### src/rtl/qgi_pkg.sv
// Shared types, constants and tables for the quaternion gyro integrator.
// Used by qgi_ctrl, qgi_datapath, qgi_div and quaternion_gyro_integrator.
package qgi_pkg;

    // CORDIC length, clamped to the range the angle table covers
    localparam int CORDIC_STEPS = 24;
    localparam int CORDIC_ITERS = (CORDIC_STEPS > 32) ? 32 :
                                  ((CORDIC_STEPS < 1) ? 1 : CORDIC_STEPS);
    localparam logic [4:0] CORDIC_LAST = 5'(CORDIC_ITERS - 1);

    // Fixed-point constants
    localparam logic signed [33:0] CORDIC_GAIN = 34'sd652032874;   // Q2.30
    localparam logic signed [33:0] TWO_OVER_PI = 34'sd10680707;    // Q0.24
    localparam logic signed [33:0] HALF_PI     = 34'sd1686629713;  // Q2.30
    localparam logic signed [31:0] ONE_Q29     = 32'sd536870912;
    localparam logic [31:0]        TIME_STEP_RESET  = 32'd4294967;
    localparam logic [15:0]        RATE_FLOOR_RESET = 16'd2;

    // Configuration register indexes
    localparam int CFG_IDX_W = 2;
    localparam logic [CFG_IDX_W-1:0] REG_TIME_STEP  = 2'd0;
    localparam logic [CFG_IDX_W-1:0] REG_RATE_FLOOR = 2'd1;

    // Datapath operations issued by the controller
    typedef enum logic [4:0] {
        OP_NONE  = 5'd0,
        OP_START = 5'd1,
        OP_LOAD  = 5'd2,
        OP_SQ    = 5'd3,
        OP_SQRT  = 5'd4,
        OP_MULDT = 5'd5,
        OP_MULU  = 5'd6,
        OP_MULZ  = 5'd7,
        OP_CINIT = 5'd8,
        OP_CORD  = 5'd9,
        OP_MAP   = 5'd10,
        OP_PRD   = 5'd11,
        OP_DINIT = 5'd12,
        OP_DIV   = 5'd13,
        OP_MAC   = 5'd14,
        OP_RND   = 5'd15,
        OP_OUT   = 5'd16
    } qgi_op_t;

    typedef struct packed {
        qgi_op_t    op;
        logic [4:0] cnt;
    } qgi_cmd_t;

    typedef struct packed {
        logic small_rate;
    } qgi_stat_t;

    // Rounded atan(2^-i) in Q2.30
    function automatic logic [29:0] atan_q30(input logic [4:0] i);
        logic [29:0] v;
        unique case (i)
            5'd0:  v = 30'd843314857;
            5'd1:  v = 30'd497837829;
            5'd2:  v = 30'd263043837;
            5'd3:  v = 30'd133525159;
            5'd4:  v = 30'd67021687;
            5'd5:  v = 30'd33543516;
            5'd6:  v = 30'd16775851;
            5'd7:  v = 30'd8388437;
            5'd8:  v = 30'd4194283;
            5'd9:  v = 30'd2097149;
            5'd10: v = 30'd1048576;
            5'd11: v = 30'd524288;
            5'd12: v = 30'd262144;
            5'd13: v = 30'd131072;
            5'd14: v = 30'd65536;
            5'd15: v = 30'd32768;
            5'd16: v = 30'd16384;
            5'd17: v = 30'd8192;
            5'd18: v = 30'd4096;
            5'd19: v = 30'd2048;
            5'd20: v = 30'd1024;
            5'd21: v = 30'd512;
            5'd22: v = 30'd256;
            5'd23: v = 30'd128;
            5'd24: v = 30'd64;
            5'd25: v = 30'd32;
            5'd26: v = 30'd16;
            5'd27: v = 30'd8;
            5'd28: v = 30'd4;
            5'd29: v = 30'd2;
            5'd30: v = 30'd1;
            default: v = 30'd0;
        endcase
        return v;
    endfunction

    // Hamilton product signs: term t of component c uses q[t] * d[t ^ c]
    function automatic logic hamilton_neg(input logic [1:0] comp, input logic [1:0] term);
        logic n;
        unique case ({comp, term})
            4'b0001, 4'b0010, 4'b0011: n = 1'b1;
            4'b0111:                   n = 1'b1;
            4'b1001:                   n = 1'b1;
            4'b1110:                   n = 1'b1;
            default:                   n = 1'b0;
        endcase
        return n;
    endfunction

endpackage

### src/rtl/qgi_ctrl.sv
// Controller FSM: sequences square, root, angle, CORDIC, division, product, load and output steps.
// Depends on qgi_pkg.
module qgi_ctrl
    import qgi_pkg::*;
(
    input  logic      clk,
    input  logic      rst_n,
    input  logic      in_valid,
    input  logic      action,
    output logic      in_ready,
    output logic      out_valid,
    input  logic      out_ready,
    input  qgi_stat_t stat,
    output qgi_cmd_t  cmd
);

    typedef enum logic [14:0] {
        S_IDLE  = 15'b000000000000001,
        S_SQ    = 15'b000000000000010,
        S_SQRT  = 15'b000000000000100,
        S_CHK   = 15'b000000000001000,
        S_MULU  = 15'b000000000010000,
        S_MULZ  = 15'b000000000100000,
        S_CINIT = 15'b000000001000000,
        S_CORD  = 15'b000000010000000,
        S_MAP   = 15'b000000100000000,
        S_PRD   = 15'b000001000000000,
        S_DINIT = 15'b000010000000000,
        S_DIV   = 15'b000100000000000,
        S_MAC   = 15'b001000000000000,
        S_RND   = 15'b010000000000000,
        S_FIN   = 15'b100000000000000
    } state_t;

    state_t     state_reg, state_next;
    logic [4:0] cnt_reg, cnt_next;
    logic       out_valid_reg, out_valid_next;
    logic       out_free;

    assign out_free = !out_valid_reg || out_ready;

    // next state and command
    always_comb
    begin
        state_next     = state_reg;
        cnt_next       = cnt_reg;
        out_valid_next = out_valid_reg;
        cmd.op         = OP_NONE;
        cmd.cnt        = cnt_reg;
        if (out_valid_reg && out_ready)
            out_valid_next = 1'b0;
        unique case (state_reg)
            S_IDLE:
            begin
                if (in_valid)
                begin
                    cnt_next = '0;
                    if (action)
                    begin
                        cmd.op     = OP_LOAD;
                        state_next = S_FIN;
                    end
                    else
                    begin
                        cmd.op     = OP_START;
                        state_next = S_SQ;
                    end
                end
            end
            S_SQ:
            begin
                cmd.op   = OP_SQ;
                cnt_next = cnt_reg + 5'd1;
                if (cnt_reg == 5'd3)
                begin
                    cnt_next   = '0;
                    state_next = S_SQRT;
                end
            end
            S_SQRT:
            begin
                cmd.op   = OP_SQRT;
                cnt_next = cnt_reg + 5'd1;
                if (cnt_reg == 5'd31)
                    state_next = S_CHK;
            end
            S_CHK:
            begin
                cmd.op     = OP_MULDT;
                state_next = stat.small_rate ? S_FIN : S_MULU;
            end
            S_MULU:
            begin
                cmd.op     = OP_MULU;
                state_next = S_MULZ;
            end
            S_MULZ:
            begin
                cmd.op     = OP_MULZ;
                state_next = S_CINIT;
            end
            S_CINIT:
            begin
                cmd.op     = OP_CINIT;
                cnt_next   = '0;
                state_next = S_CORD;
            end
            S_CORD:
            begin
                cmd.op   = OP_CORD;
                cnt_next = cnt_reg + 5'd1;
                if (cnt_reg == CORDIC_LAST)
                    state_next = S_MAP;
            end
            S_MAP:
            begin
                cmd.op     = OP_MAP;
                cnt_next   = '0;
                state_next = S_PRD;
            end
            S_PRD:
            begin
                cmd.op   = OP_PRD;
                cnt_next = cnt_reg + 5'd1;
                if (cnt_reg == 5'd3)
                    state_next = S_DINIT;
            end
            S_DINIT:
            begin
                cmd.op     = OP_DINIT;
                cnt_next   = '0;
                state_next = S_DIV;
            end
            S_DIV:
            begin
                cmd.op   = OP_DIV;
                cnt_next = cnt_reg + 5'd1;
                if (cnt_reg == 5'd31)
                    state_next = S_MAC;
            end
            S_MAC:
            begin
                cmd.op   = OP_MAC;
                cnt_next = cnt_reg + 5'd1;
                if (cnt_reg == 5'd16)
                    state_next = S_RND;
            end
            S_RND:
            begin
                cmd.op     = OP_RND;
                state_next = S_FIN;
            end
            S_FIN:
            begin
                if (out_free)
                begin
                    cmd.op         = OP_OUT;
                    out_valid_next = 1'b1;
                    state_next     = S_IDLE;
                end
            end
            default:
            begin
                state_next = S_IDLE;
            end
        endcase
    end

    always_ff @(posedge clk or negedge rst_n)
    begin
        if (!rst_n)
        begin
            state_reg     <= S_IDLE;
            cnt_reg       <= '0;
            out_valid_reg <= 1'b0;
        end
        else
        begin
            state_reg     <= state_next;
            cnt_reg       <= cnt_next;
            out_valid_reg <= out_valid_next;
        end
    end

    assign in_ready  = (state_reg == S_IDLE);
    assign out_valid = out_valid_reg;

endmodule

### config.mk
export PLATFORM = sky130hd
export DESIGN_NAME = qgi_ctrl
export DESIGN_NICKNAME = d
export VERILOG_FILES = /design/src/rtl/qgi_pkg.sv /design/src/rtl/qgi_ctrl.sv
export SDC_FILE = /design/constraint.sdc
export NUM_CORES = 1
export LEC_CHECK = 0
export BUFFER_PORTS_ARGS = -buffer_cell sky130_fd_sc_hd__buf_2
export CORE_UTILIZATION = 35
export CTS_CLUSTER_SIZE = 40
export DETAILED_ROUTE_END_ITERATION = 6
export PLACE_DENSITY = 0.61
export SLEW_MARGIN = 20
export SYNTH_ARGS = -nofsm -noshare
export SYNTH_HDL_FRONTEND = slang
export SYNTH_SLANG_ARGS = --single-unit
### constraint.sdc
create_clock -name clk -period 6.5 [get_ports clk]
set_input_delay 0.325 -clock clk [delete_from_list [all_inputs] [get_ports clk]]
set_output_delay 0.325 -clock clk [all_outputs]
set_load 0.01 [all_outputs]
==> out/metrics.yaml, run 1 <==
status: "finished clean"
area_growth_pct: 10.29
grt_pass1_wl_mm: 6.610
max_freq_mhz: 336.1
grt_overflow: 0
worstSetupEndpointType: "output pin"
setup_tns_ns: 0
drtPass1Iterations: 4
n_antenna_cell: 0
worstMarginPinSlew_ns: 0.9737
drive_gt1_frac: 0.2429
holdCritPathClass: "input pin to async pin"
synth_top_area_cell: "dfrtp_1"
cp.required_ns: 6.17
post-cts-setup-buffers: 0
layout.nets: 187
largest_reg_flops: 15
skew_ns: 0.003150
layout_common_cells: "dfrtp_1, buf_2, nor2_1, nand2_1, nand3_1"
clockBufferDepth: 2
maxSlewViolCount: 0
place_congestion: 0.8588
cp.arrival_ns: 2.65
ys_seq_area_frac: 0.3333
drtAntennaViolNets: 0
clockRootBuffer: "clkbuf_8"
syn_avg_cell_area_um2: 9.755
cp-start-kind: "flip-flop"
cts_resized: 0
maxCapViolCount: 0
clk_pin_slew_worst_paths_ns: 0.08
p_per_area_nw_per_um2: 342.1
grtUsageTotal: 0.1722
hpwl_mm: 3.036
synth_flop_cell: "dfrtp_1"
antenna_found_initial: 0
critical_path_peak_fanout: 12
num_io_pins: 18
synth-edff-count: 0
first_global_vias: 1355
viasPerCell: 5.865
io_buffers: 17
tritoncts: "done"
die_h_um: 69.20
clk_latency_ns: 0.26
drtIter0Drc: 69
die_w_um: 69.20
yosysTopAreaCellShare: 0.3167
relSlewSlack: 0.3455
fp.coreArea_um2: 4354
leakagePower_nw: 0.8123
start_util: 0.3629
synthTopCellsByArea: "dfrtp_1, nor4_4, nor2_1"
postCtsHoldBufs: 0
setup_viol: 0
syn_area_um2: 1580
vias: 1343
fin_cells: 229
grt_setup_unrepaired: "no"
numCtsBuffers: 3
drc: 0
final_hold_viol_count: 0
synthCells: 162
ir_worst_vdd_mv: 0.1474
synth.lib_cells_used.distinct: 62
grt_max_degree: 22
wl_per_cell_um: 16.78
p_total_uw: 596.2
crit_type: "flip-flop to output pin"
synth_nets: 171
min_period_ns: 2.976
routed_wl_mm: 3.842
ys_ff_latch: 21
dp_cells: 225
rows: 24
cts_sinks: 21
ys_warn_count: 0
layout_commonest_cell: "dfrtp_1"
cts-htree-levels: 1
post-route-period-util: 0.4578
dieArea_um2: 4788
asyncSetResetFlopFracSynth: 1.000
[final cells by class]
type / count / area [um2]
clock buffer: 4 / 45.04
fill: 438 / 2611
inverter: 6 / 22.52
multi-input combinational: 129 / 998.5
sequential: 21 / 526.8
tap: 52 / 65.06
timing repair buffer: 17 / 85.08
[cells in the mapped netlist, types with 2 or more instances]
cell type  number
a22o_1          3
nor3_1          6
o22ai_2         2
or4b_1          2
nand3_1         9
nand4_1         3
or3_1           2
o21ai_0         4
ha_1            3
a22oi_1         2
a21oi_1         2
nor2b_1         5
xor2_1          3
nand2_1        12
nand2b_1        3
o2bb2ai_1       2
nor4_4          3
dfrtp_1        20
nor4b_1         5
o41ai_2         2
buf_2           5
inv_1           6
nand4b_1        2
o221ai_1        2
nor2_1         14
nor3b_1         3
and4_1          2
[cells by family (layout without fill, tap and decap cells)]
| kind of cell | count (synthesis) | in the layout | synth area share |
|---|---|---|---|
| buf+inv | 12 | 27 | 0.03484 |
| xor+xnor | 4 | 4 | 0.02217 |
| mux | 2 | 2 | 0.01662 |
| simple gates | 88 | 88 | 0.3856 |
| fa+ha+maj | 3 | 3 | 0.02376 |
| compound gates | 32 | 32 | 0.1837 |
| flops | 21 | 21 | 0.3333 |
[layer usage]
layer / wire length, um / vias to the layer above / global-route usage
met5: 0 / - / 0
met4: 50 / 0 / 0.03855
met3: 192 / 6 / 0.03488
met2: 1796 / 37 / 0.2783
met1: 1802 / 649 / 0.2373
li1: - / 651 / -
[metrics by stage]
stage / utilization / hold WS (ns) / worst slack, ns / area (um2)
after floorplan: - / 0.02941 / 4.349 / 1580
after global placement: 0.3899 / 0.3048 / 3.908 / 1698
after detailed placement: 0.3899 / 0.3154 / 3.828 / 1698
after CTS: 0.4003 / 0.02982 / 3.579 / 1743
after global routing: 0.4003 / 0.04995 / 3.305 / 1743
final: 0.4003 / 0.01399 / 3.524 / 1743
[path summary, 6_finish.rpt]
path                         startpoint            to  slack (ns)  cells past startpoint
setup / recovery           state_reg[3]        cmd[5]        3.52                      6
hold / removal                    rst_n  state_reg[5]        0.01                      1
setup reg to reg           state_reg[3]  state_reg[2]        3.77                      6
hold reg to reg               out_valid     out_valid        0.59                      2
max in group asynchronous         rst_n  state_reg[0]        6.13                      1
min in group clk                   stat  state_reg[4]        0.23                      2
[critical path: stages, from the launching register on]
cell       delay, ns
dfrtp_1         0.43
nor4_2          0.87
nand2_1         0.16
nor4b_1         0.55
nor3_1          0.13
o2111ai_1       0.10
buf_2           0.15
[where the power goes]
part	switching, mW	internal (mW)	total, mW
sequential	0.0277	0.153	0.181
combinational	0.203	0.126	0.330
clock	0.0418	0.0437	0.0855
total	0.273	0.323	0.596
No activity file was read; power rests on OpenSTA's default activity.
==> inputs of run 2 (changes only) <==
Settings changed: PLACE_DENSITY 0.61 to 0.63.
Clock period 6.5 ns to 2.56 ns, I/O delays scaled along.
==> run 2 against run 1 <==
Against the previous run: sequential power up 150%; flip-flop and latch count unchanged; cell area rose by 5.2%; total power increased to 2.7 times the previous value; wire length is 0.39% higher; critical path depth grew 2; global-route usage fell by 0.58 points; final cell count up 4.8%; highest routed layer unchanged.
==> out/metrics.yaml, run 2 (same netlist as run 1, synthesis figures left out) <==
max_stage_delay_ns: 0.51
ir_worst_vdd_mv: 0.4587
final_hold_viol_count: 0
layout_common_cells: "dfrtp_1, buf_2, nor2_1, nand2_1, buf_4"
hpwl_mm: 2.973
max_freq_mhz: 413.8
post-route-period-util: 0.9441
cp-start-kind: "flip-flop"
cp_slowest_cell: "or4b_1"
tritoncts: "done"
p_per_area_nw_per_um2: 863.6
drtAntennaViolNets: 0
drtIter0Drc: 70
layout_commonest_cell: "dfrtp_1"
numCtsBuffers: 3
routed_wl_mm: 3.857
vias: 1400
largest_reg_flops: 15
drtPass1Iterations: 4
setup_tns_ns: 0
relSlewSlack: 0.6302
leakagePower_nw: 0.8660
crit_type: "flip-flop to flip-flop"
drc: 0
num_io_pins: 18
grtUsageTotal: 0.1664
start_util: 0.3629
grt_overflow: 0
wl_per_cell_um: 16.07
rows: 24
skew_ns: 0.002907
first_global_vias: 1311
crit_family: "simple AND/OR/NAND/NOR gates"
area_growth_pct: 16.07
cp.arrival_ns: 2.58
holdCritPathClass: "input pin to flip-flop"
cp_cell_sequence: "ha_1, or4b_1, nand3_1, o22ai_2, nor4b_4, o21ai_4, buf_4, o41ai_2"
status: "finished clean"
path_buf_inv: 1
placed_area_um2: 1758
grt_max_degree: 22
clk_latency_ns: 0.26
fin_util: 0.4213
design_area_um2: 1834
setup_viol: 0
fp.coreArea_um2: 4354
die_h_um: 69.20
cts_sinks: 21
drive_gt1_frac: 0.2872
dieArea_um2: 4788
place_congestion: 0.8591
viasPerCell: 5.833
layout.nets: 198
reg2reg_slack_ns: 0.14
cp.required_ns: 2.72
min_period_ns: 2.417
grt_setup_unrepaired: "no"
die_w_um: 69.20
io_buffers: 17
worstMarginPinSlew_ns: 0.5470
maxSlewViolCount: 0
cts-htree-levels: 1
clockBufferDepth: 2
critical_path_peak_fanout: 7
grt_pass1_wl_mm: 6.382
clk_pin_slew_worst_paths_ns: 0.07
clockRootBuffer: "clkbuf_8"
maxCapViolCount: 0
antenna_found_initial: 0
worstSetupEndpointType: "flip-flop"
n_antenna_cell: 0
run 2: power breakdown:
part | switching, mW | leakage (nW) | internal (mW) | total, mW
clock network | 0.103 | 0.0228 | 0.111 | 0.214
logic | 0.549 | 0.556 | 0.372 | 0.920
registers | 0.0603 | 0.287 | 0.389 | 0.450
run 2: path summary, 6_finish.rpt:
kind,end,from,cells after the start
max,state_reg[0],cnt_reg[1],8
min,state_reg[4],stat,2
max reg2reg,state_reg[0],cnt_reg[1],8
min reg2reg,out_valid,out_valid,2
max in group asynchronous,state_reg[0],rst_n,2
min in group asynchronous,state_reg[11],rst_n,2
run 2: layer usage:
layer	GRT usage	part of all wire	vias up
li1	-	-	678
met1	0.2283	0.47	675
met2	0.2600	0.46	37
met3	0.03343	0.041	10
met4	0.05896	0.023	0
met5	0	0	-
run 2: per-stage QoR:
stage	hold slack (ns)	setup slack, ns	instances	total power [mW]
2_1_floorplan	-0.1676	0.4090	162	1.090
3_3_place_gp	0.1162	0.1370	233	1.344
3_5_place_dp	0.1192	0.1432	233	1.346
4_1_cts	0.03332	0.1180	238	1.565
5_1_grt	0.03871	0.01405	240	1.685
6_report	0.04272	0.1432	240	1.584
run 2: repair_timing:
action | CTS | global route
hold endpoints to repair | 20 | 0
hold buffers | 1 | 0
setup buffers | 0 | 2
gates resized for setup | 0 | 1
setup endpoints to repair | 0 | 3
run 2: cell type report:
class,count,area [um2]
fill,425,2520
multi-input combinational,129,1005
sequential,21,526.8
timing repair buffer,28,170.2
tap,52,65.06
clock buffer,4,45.04
inverter,6,22.52
